==> src/hdl/lme_pkg.sv <==
// ----------------------------------------------------------------------------
// LSB masked extractor package
// Shared types and constants for the front, queue and back of the extractor.
// ----------------------------------------------------------------------------
`default_nettype none

package lme_pkg;

	localparam int unsigned LEN_FIELD_BITS = 32;
	localparam int unsigned CNT_W          = 6;
	localparam int unsigned LEN_W          = 32;
	localparam int unsigned BYTE_W         = 8;

	// One classified sample as it waits between front and back.
	typedef struct packed {
		logic frame_start;
		logic carrier;
		logic bit_value;
	} lme_entry_t;

	// One result item.
	typedef struct packed {
		logic [LEN_W-1:0]  message_length;
		logic              empty_message;
		logic              last_byte;
		logic [BYTE_W-1:0] byte_value;
	} lme_result_t;

endpackage

`default_nettype wire

==> src/hdl/lme_front.sv <==
// ----------------------------------------------------------------------------
// LSB masked extractor front
// Accepts samples, drops those that carry nothing and reduces the rest to
// a queue entry holding the frame start, the carrier flag and the LSB.
// ----------------------------------------------------------------------------
`default_nettype none

module lme_front
	import lme_pkg::*;
(
	input  wire logic       s_tvalid,
	output logic            s_tready,
	input  wire logic [7:0] s_tdata,   // sample_value[7:0]
	input  wire logic [1:0] s_tuser,   // frame_start, in_mask
	input  wire logic       q_full,
	output logic            q_push,
	output lme_entry_t      q_entry
);

	logic frame_start;
	logic in_mask;

	assign frame_start = s_tuser[0];
	assign in_mask     = s_tuser[1];

	// Unmasked samples away from a frame start change nothing, so they are
	// taken and dropped even while the queue is full.
	assign s_tready = !q_full || !(frame_start || in_mask);
	assign q_push   = s_tvalid && !q_full && (frame_start || in_mask);

	assign q_entry.frame_start = frame_start;
	assign q_entry.carrier     = in_mask;
	assign q_entry.bit_value   = s_tdata[0];

endmodule

`default_nettype wire

==> src/hdl/lme_queue.sv <==
// ----------------------------------------------------------------------------
// LSB masked extractor queue
// Small first-in first-out store of classified samples between front and back.
// ----------------------------------------------------------------------------
`default_nettype none

module lme_queue
	import lme_pkg::*;
#(
	parameter int unsigned DEPTH = 4
) (
	input  wire logic       clk,
	input  wire logic       arst_n,
	input  wire logic       push,
	input  wire lme_entry_t push_entry,
	output logic            full,
	output logic            not_empty,
	input  wire logic       pop,
	output lme_entry_t      head
);

	localparam int unsigned IDX_W = (DEPTH > 1) ? $clog2(DEPTH) : 1;
	localparam int unsigned CNT_QW = $clog2(DEPTH + 1);
	localparam logic [IDX_W-1:0]  LAST_IDX  = IDX_W'(DEPTH - 1);
	localparam logic [CNT_QW-1:0] DEPTH_CNT = CNT_QW'(DEPTH);

	lme_entry_t        mem_q [DEPTH];
	logic [IDX_W-1:0]  wr_ptr_q;
	logic [IDX_W-1:0]  rd_ptr_q;
	logic [CNT_QW-1:0] count_q;

	assign full      = (count_q == DEPTH_CNT);
	assign not_empty = (count_q != '0);
	assign head      = mem_q[rd_ptr_q];

	always_ff @(posedge clk) begin
		if (push) begin
			mem_q[wr_ptr_q] <= push_entry;
		end
	end

	always_ff @(posedge clk or negedge arst_n) begin
		if (!arst_n) begin
			wr_ptr_q <= '0;
			rd_ptr_q <= '0;
			count_q  <= '0;
		end else begin
			if (push) begin
				wr_ptr_q <= (wr_ptr_q == LAST_IDX) ? '0 : wr_ptr_q + 1'b1;
			end
			if (pop) begin
				rd_ptr_q <= (rd_ptr_q == LAST_IDX) ? '0 : rd_ptr_q + 1'b1;
			end
			unique case ({push, pop})
				2'b10:   count_q <= count_q + 1'b1;
				2'b01:   count_q <= count_q - 1'b1;
				default: count_q <= count_q;
			endcase
		end
	end

endmodule

`default_nettype wire

==> src/hdl/lme_back.sv <==
// ----------------------------------------------------------------------------
// LSB masked extractor back
// Decodes the length header, packs message bits into bytes and holds each
// result in an output register until it is taken.
// ----------------------------------------------------------------------------
`default_nettype none

module lme_back
	import lme_pkg::*;
(
	input  wire logic       clk,
	input  wire logic       arst_n,
	input  wire logic       q_not_empty,
	input  wire lme_entry_t q_head,
	output logic            q_pop,
	output logic            m_tvalid,
	input  wire logic       m_tready,
	output lme_result_t     m_result
);

	typedef enum logic [1:0] {
		PH_HEADER = 2'd0,
		PH_BODY   = 2'd1,
		PH_DONE   = 2'd2
	} phase_t;

	phase_t             phase_q,   phase_d;
	logic [CNT_W-1:0]   hcnt_q,    hcnt_d;
	logic [LEN_W-1:0]   hshift_q,  hshift_d;
	logic [2:0]         bib_q,     bib_d;
	logic [BYTE_W-1:0]  bshift_q,  bshift_d;
	logic [LEN_W-1:0]   remain_q,  remain_d;
	logic               res_valid;
	lme_result_t        res;
	logic               out_valid_q;
	lme_result_t        out_q;

	assign q_pop    = q_not_empty && (!out_valid_q || m_tready);
	assign m_tvalid = out_valid_q;
	assign m_result = out_q;

	always_comb begin
		phase_t            ph;
		logic [CNT_W-1:0]  hc;
		logic [LEN_W-1:0]  hs;
		logic [2:0]        bi;
		logic [BYTE_W-1:0] bs;
		logic [LEN_W-1:0]  rm;

		ph = phase_q;
		hc = hcnt_q;
		hs = hshift_q;
		bi = bib_q;
		bs = bshift_q;
		rm = remain_q;
		if (q_head.frame_start) begin
			ph = PH_HEADER;
			hc = '0;
			hs = '0;
			bi = '0;
			bs = '0;
			rm = '0;
		end

		res_valid = 1'b0;
		res       = '0;

		if (q_head.carrier) begin
			unique case (ph)
				PH_HEADER: begin
					hs = {hs[LEN_W-2:0], q_head.bit_value};
					hc = hc + 1'b1;
					if (hc >= CNT_W'(LEN_FIELD_BITS)) begin
						if (hs == '0) begin
							ph = PH_DONE;
							res_valid         = 1'b1;
							res.last_byte     = 1'b1;
							res.empty_message = 1'b1;
						end else begin
							rm = hs;
							bi = '0;
							bs = '0;
							ph = PH_BODY;
						end
					end
				end
				PH_BODY: begin
					bs = {bs[BYTE_W-2:0], q_head.bit_value};
					bi = bi + 1'b1;
					if (bi == '0) begin
						rm = rm - 1'b1;
						res_valid      = 1'b1;
						res.byte_value = bs;
						res.last_byte  = (rm == '0);
						bs = '0;
						if (rm == '0) begin
							ph = PH_DONE;
						end
					end
				end
				default: begin
				end
			endcase
		end
		res.message_length = hs;

		phase_d  = ph;
		hcnt_d   = hc;
		hshift_d = hs;
		bib_d    = bi;
		bshift_d = bs;
		remain_d = rm;
	end

	always_ff @(posedge clk or negedge arst_n) begin
		if (!arst_n) begin
			phase_q     <= PH_HEADER;
			hcnt_q      <= '0;
			hshift_q    <= '0;
			bib_q       <= '0;
			bshift_q    <= '0;
			remain_q    <= '0;
			out_valid_q <= 1'b0;
			out_q       <= '0;
		end else begin
			if (q_pop) begin
				phase_q  <= phase_d;
				hcnt_q   <= hcnt_d;
				hshift_q <= hshift_d;
				bib_q    <= bib_d;
				bshift_q <= bshift_d;
				remain_q <= remain_d;
			end
			if (q_pop && res_valid) begin
				out_valid_q <= 1'b1;
				out_q       <= res;
			end else if (m_tready) begin
				out_valid_q <= 1'b0;
			end
		end
	end

endmodule

`default_nettype wire

==> src/hdl/lsb_masked_extractor.sv <==
// ----------------------------------------------------------------------------
// LSB masked extractor
// Recovers a length-prefixed message from the LSBs of masked image samples.
// ----------------------------------------------------------------------------
//  channel | direction | tdata                         | tuser / tlast
//  s_      | in        | sample_value[7:0]             | tuser: frame_start, in_mask
//  m_      | out       | byte_value, message_length    | tlast: last_byte,
//          |           |                               | tuser: empty_message
//
// One sample is taken per cycle except when held off as below. The
// completing sample enters the queue at its transfer edge; its result
// reaches the output register and m_tvalid when the back pops that entry.
// The front drops unmasked samples away from a frame start at once; others
// wait in the queue, and the back takes one entry per cycle whenever its
// output register is free or being emptied. When the output stalls the
// queue fills, and after that only masked or frame-start samples are held
// off. Reset empties the queue and returns the extractor to the header phase.
// ----------------------------------------------------------------------------
`default_nettype none

module lsb_masked_extractor
	import lme_pkg::*;
#(
	parameter int unsigned QUEUE_DEPTH = 4
) (
	input  wire logic        clk,
	input  wire logic        arst_n,
	input  wire logic        s_tvalid,
	output logic             s_tready,
	input  wire logic [7:0]  s_tdata,   // sample_value[7:0]
	input  wire logic [1:0]  s_tuser,   // frame_start[0], in_mask[1]
	output logic             m_tvalid,
	input  wire logic        m_tready,
	output logic [39:0]      m_tdata,   // byte_value[7:0], message_length[39:8]
	output logic             m_tlast,
	output logic             m_tuser    // empty_message[0]
);

	logic        q_full;
	logic        q_push;
	lme_entry_t  q_entry;
	logic        q_not_empty;
	logic        q_pop;
	lme_entry_t  q_head;
	lme_result_t result;

	lme_front u_front (
		.s_tvalid (s_tvalid),
		.s_tready (s_tready),
		.s_tdata  (s_tdata),
		.s_tuser  (s_tuser),
		.q_full   (q_full),
		.q_push   (q_push),
		.q_entry  (q_entry)
	);

	lme_queue #(
		.DEPTH (QUEUE_DEPTH)
	) u_queue (
		.clk        (clk),
		.arst_n     (arst_n),
		.push       (q_push),
		.push_entry (q_entry),
		.full       (q_full),
		.not_empty  (q_not_empty),
		.pop        (q_pop),
		.head       (q_head)
	);

	lme_back u_back (
		.clk         (clk),
		.arst_n      (arst_n),
		.q_not_empty (q_not_empty),
		.q_head      (q_head),
		.q_pop       (q_pop),
		.m_tvalid    (m_tvalid),
		.m_tready    (m_tready),
		.m_result    (result)
	);

	assign m_tdata = {result.message_length, result.byte_value};
	assign m_tlast = result.last_byte;
	assign m_tuser = result.empty_message;

endmodule

`default_nettype wire

==> config.mk <==
export PLATFORM = sky130hd
export DESIGN_NAME = lsb_masked_extractor
export DESIGN_NICKNAME = d
export VERILOG_FILES = /design/src/hdl/lme_pkg.sv /design/src/hdl/lme_front.sv /design/src/hdl/lme_queue.sv /design/src/hdl/lme_back.sv /design/src/hdl/lsb_masked_extractor.sv
export SDC_FILE = /design/constraint.sdc
export NUM_CORES = 1
export LEC_CHECK = 0
export ABC_AREA = 1
export BUFFER_PORTS_ARGS = -buffer_cell sky130_fd_sc_hd__buf_4
export CAP_MARGIN = 20
export CORE_MARGIN = 2
export CORE_UTILIZATION = 65
export CTS_BUF_LIST = sky130_fd_sc_hd__clkbuf_8
export DETAILED_ROUTE_END_ITERATION = 8
export PLACE_DENSITY = 0.84
export SYNTH_ARGS = -nofsm -noshare
export SYNTH_HDL_FRONTEND = slang
export SYNTH_SLANG_ARGS = --single-unit
==> constraint.sdc <==
create_clock -name clk -period 5 [get_ports clk]
set_input_delay 1 -clock clk [delete_from_list [all_inputs] [get_ports clk]]
set_output_delay 1 -clock clk [all_outputs]
set_load 0.005 [all_outputs]
==> results.yml <==
power:
  power.density_nw_per_um2: 716.6
  p_leak_nw: 5.266
  p_total_mw: 7.305
  vdd.ir_drop.worst_mv: 0.6038
setup_path:
  crit_fanout: 22
  worstSetupStartpoint: "u_queue.rd_ptr_q[0]$_DFFE_PN0P_"
  r2r_end: "u_back.remain_q[4]$_DFFE_PN0P_"
  crit_type: "reg2reg"
  crit_end: "u_back.remain_q[4]$_DFFE_PN0P_"
  arrival_ps: 4050
  ff2ff_path_depth: 19
  r2r-start: "u_queue.rd_ptr_q[0]$_DFFE_PN0P_"
  cp-start-kind: "register"
  required_ps: 5410
  setup.worst_path.end_class: "register"
  ff2ff_setup_slack_ps: 1370
sta:
  fin_skew_ps: 16.09
  worstMarginPinSlew_ps: 1013
  final_hold_viol_count: 0
  maxSlewHeadroom_pct: 32.48
  drv_slew: 0
  max_freq_ghz: 0.2752
  finalCritPeriodShare_pct: 72.68
  fin_ws_ps: 1366
  period_needed_ps: 3634
  fin_setup_tns_ps: 0
  grt_setup_unrepaired: "no"
  finalSetupViolCount: 0
floorplan:
  rows: 43
  die_height_um: 124.2
  coreArea_sq_um: 13990
  start_util_pct: 67.16
  io_pins: 58
  die_x_um: 124.2
  die_area_sq_um: 15430
clock_tree:
  cts_inserted_buffers: 17
  worstSkewPairLatency_ps: 470
  cts_tree: "built"
  root_buffer: "clkbuf_8"
  clk_path_buf_depth: 2
  cts_setup_buffers: 0
  hold_buffers: 0
  path_clk_slew_ps: 100
  htreeDepth: 4
  cts.sinks: 144
  post_cts_resized: 0
cells_and_area:
  final_common_cell: "nand2_1"
  regArea_sq_um: 3664
  fill_cells: 1164
  nets: 1412
  multi_input_area_sq_um: 4945
  synthToLayoutAreaGrowth_pct: 8.496
  diodes: 0
  drive_gt1_share_pct: 9.793
  layout_common_cells: "nand2_1 (538), dfrtp_1 (132), inv_1 (101), o21ai_0 (101), nor2_1 (91)"
synth:
  yosysTopAreaCell: "dfrtp_1"
  synthesis.area_sq_um: 9395
  synth_nets: 1398
  synth_seq_cells: 144
  synth_sequential_area_ratio_pct: 38.99
  synth_cells: 1372
  async_reset_ff_share_pct: 91.67
  ys_types: 44
  synth_top_area_share_pct: 35.16
  synth_area_per_cell_sq_um: 6.848
  ys_warn_count: 0
  synth_edf_count: 12
  synthTopCellsByArea: "dfrtp_1 (35%), nand2_1 (21%), o21ai_0 (5.4%), inv_1 (4.0%), edfxtp_1 (3.8%)"
  ys.flop_type: "dfrtp_1"
placement:
  dp_slack_ps: 1484
  finalWeightedCongestion: 0.9919
  io_buffers: 50
  hpwlAfterDp_mm: 17.73
drt:
  vias_per_cell: 6.073
  drt_iter0_markers: 1250
  ant_nets: 0
  vias: 9590
  wl_mm: 27.26
  drt-pass1-iter-count: 8
  wire_per_inst_um: 17.26
  route.detailed.drc: 0
grt:
  grt_util_all_layers_pct: 34.77
  grt_pass1_vias: 8750
  antenna_found_initial: 0
  grt_max_degree: 104
  gr-total-overflow: 0
  grt_pass1_wl_mm: 43.70
status:
  outcome: "finished, final reports clean"
flow_run:
  max_cap_violations: 0
worst_hold_path:
  hold_class: "reg2reg"
  hp-start: "u_back.m_result[30]$_DFFE_PN0P_"
## synth_stat cells (all sizes together) (3+ instances only)
cell type    n
a21oi       64
a221oi       3
buf         41
clkbuf      30
clkinv       3
dfrtp      132
edfxtp      12
ha          11
inv        110
nand2      544
nand3       59
nand3b       4
nand4       17
nor2       105
nor3         5
o211ai      32
o21ai      144
o21bai       3
o221ai       9
o22ai       15
o31ai        9
xnor2        5
xor2         7
## registers in the layout (all words and copies together) (netlist names)
signal / cells
u_back.bib_q: 3
u_back.bshift_q: 7
u_back.hcnt_q: 6
u_back.hshift_q: 32
u_back.m_result: 42
u_back.m_tvalid: 1
u_back.phase_q: 2
u_back.remain_q: 32
u_queue.count_q: 3
u_queue.mem_q: 12
u_queue.rd_ptr_q: 2
u_queue.wr_ptr_q: 2
## per-stage QoR
step / area (sq um) / utilization (%) / instances / hold slack [ps]
after floorplan: 9395 / - / 1372 / 449.3
after global placement: 9762 / 69.79 / 1547 / 461.7
after detailed placement: 9762 / 69.79 / 1547 / 465.4
after CTS: 10190 / 72.87 / 1579 / 488.9
after global routing: 10190 / 72.87 / 1579 / 500.9
final: 10190 / 72.87 / 1579 / 487.3
## cell families after synthesis
| family | Yosys count | synth area share, % |
|---|---|---|
| buffers and inverters | 184 | 8.696 |
| xor gates and xnor gates | 12 | 1.199 |
| AOI/OAI and AO/OA | 286 | 17.38 |
| adders and majority gates | 12 | 1.678 |
| DFF | 144 | 38.99 |
| and+or+nand+nor | 734 | 32.05 |
## how the worst min path moves through the flow
stage                     depth (start not counted)                         endpoint  slack [ps]
final                                             2  u_back.m_result[30]$_DFFE_PN0P_         490
after global placement                            2  u_back.hshift_q[10]$_DFFE_PN0P_         460
after global routing                              2   u_back.hshift_q[2]$_DFFE_PN0P_         500
after floorplan                                   2  u_back.hshift_q[24]$_DFFE_PN0P_         450
after detailed placement                          2  u_back.hshift_q[10]$_DFFE_PN0P_         470
after CTS                                         2  u_back.hshift_q[12]$_DFFE_PN0P_         490
## layer usage
layer,track usage [%],vias up,part of all wire (%)
li1,-,4518,-
met1,49.29,4441,42
met2,53.78,549,46
met3,6.368,82,9.5
met4,12.62,0,3.1
met5,0,-,0
## power by group
group          internal, mW  switching (mW)  total [mW]
sequential             1.45           0.230        1.68
clock                 0.512           0.525        1.04
combinational          1.34            3.25        4.58
total                  3.30            4.00        7.30
## cell type report
class / instances / share of cell area [%]
clock buffers: 17 / 2.295
clock inverters: 15 / 1.939
inverters: 113 / 4.210
multi-input cells: 1044 / 48.51
flip-flops and latches: 144 / 35.94
well taps: 180 / 2.209
repair buffers: 66 / 4.898
## worst max-delay path: stages (launching register included)
cell	delay, ps
dfrtp_1	550
inv_4	90
nand2_2	70
nand3_2	70
nand2_4	150
inv_4	140
nor2_1	230
ha_1	200
ha_1	170
clkinv_1	60
buf_4	190
nor2_4	490
inv_2	390
a21oi_1	200
o21ai_0	100
o2111ai_1	80
o21ai_0	120
nand2_1	100
o211ai_1	80
nand2_1	100
No activity file was read; power rests on OpenSTA's default activity.
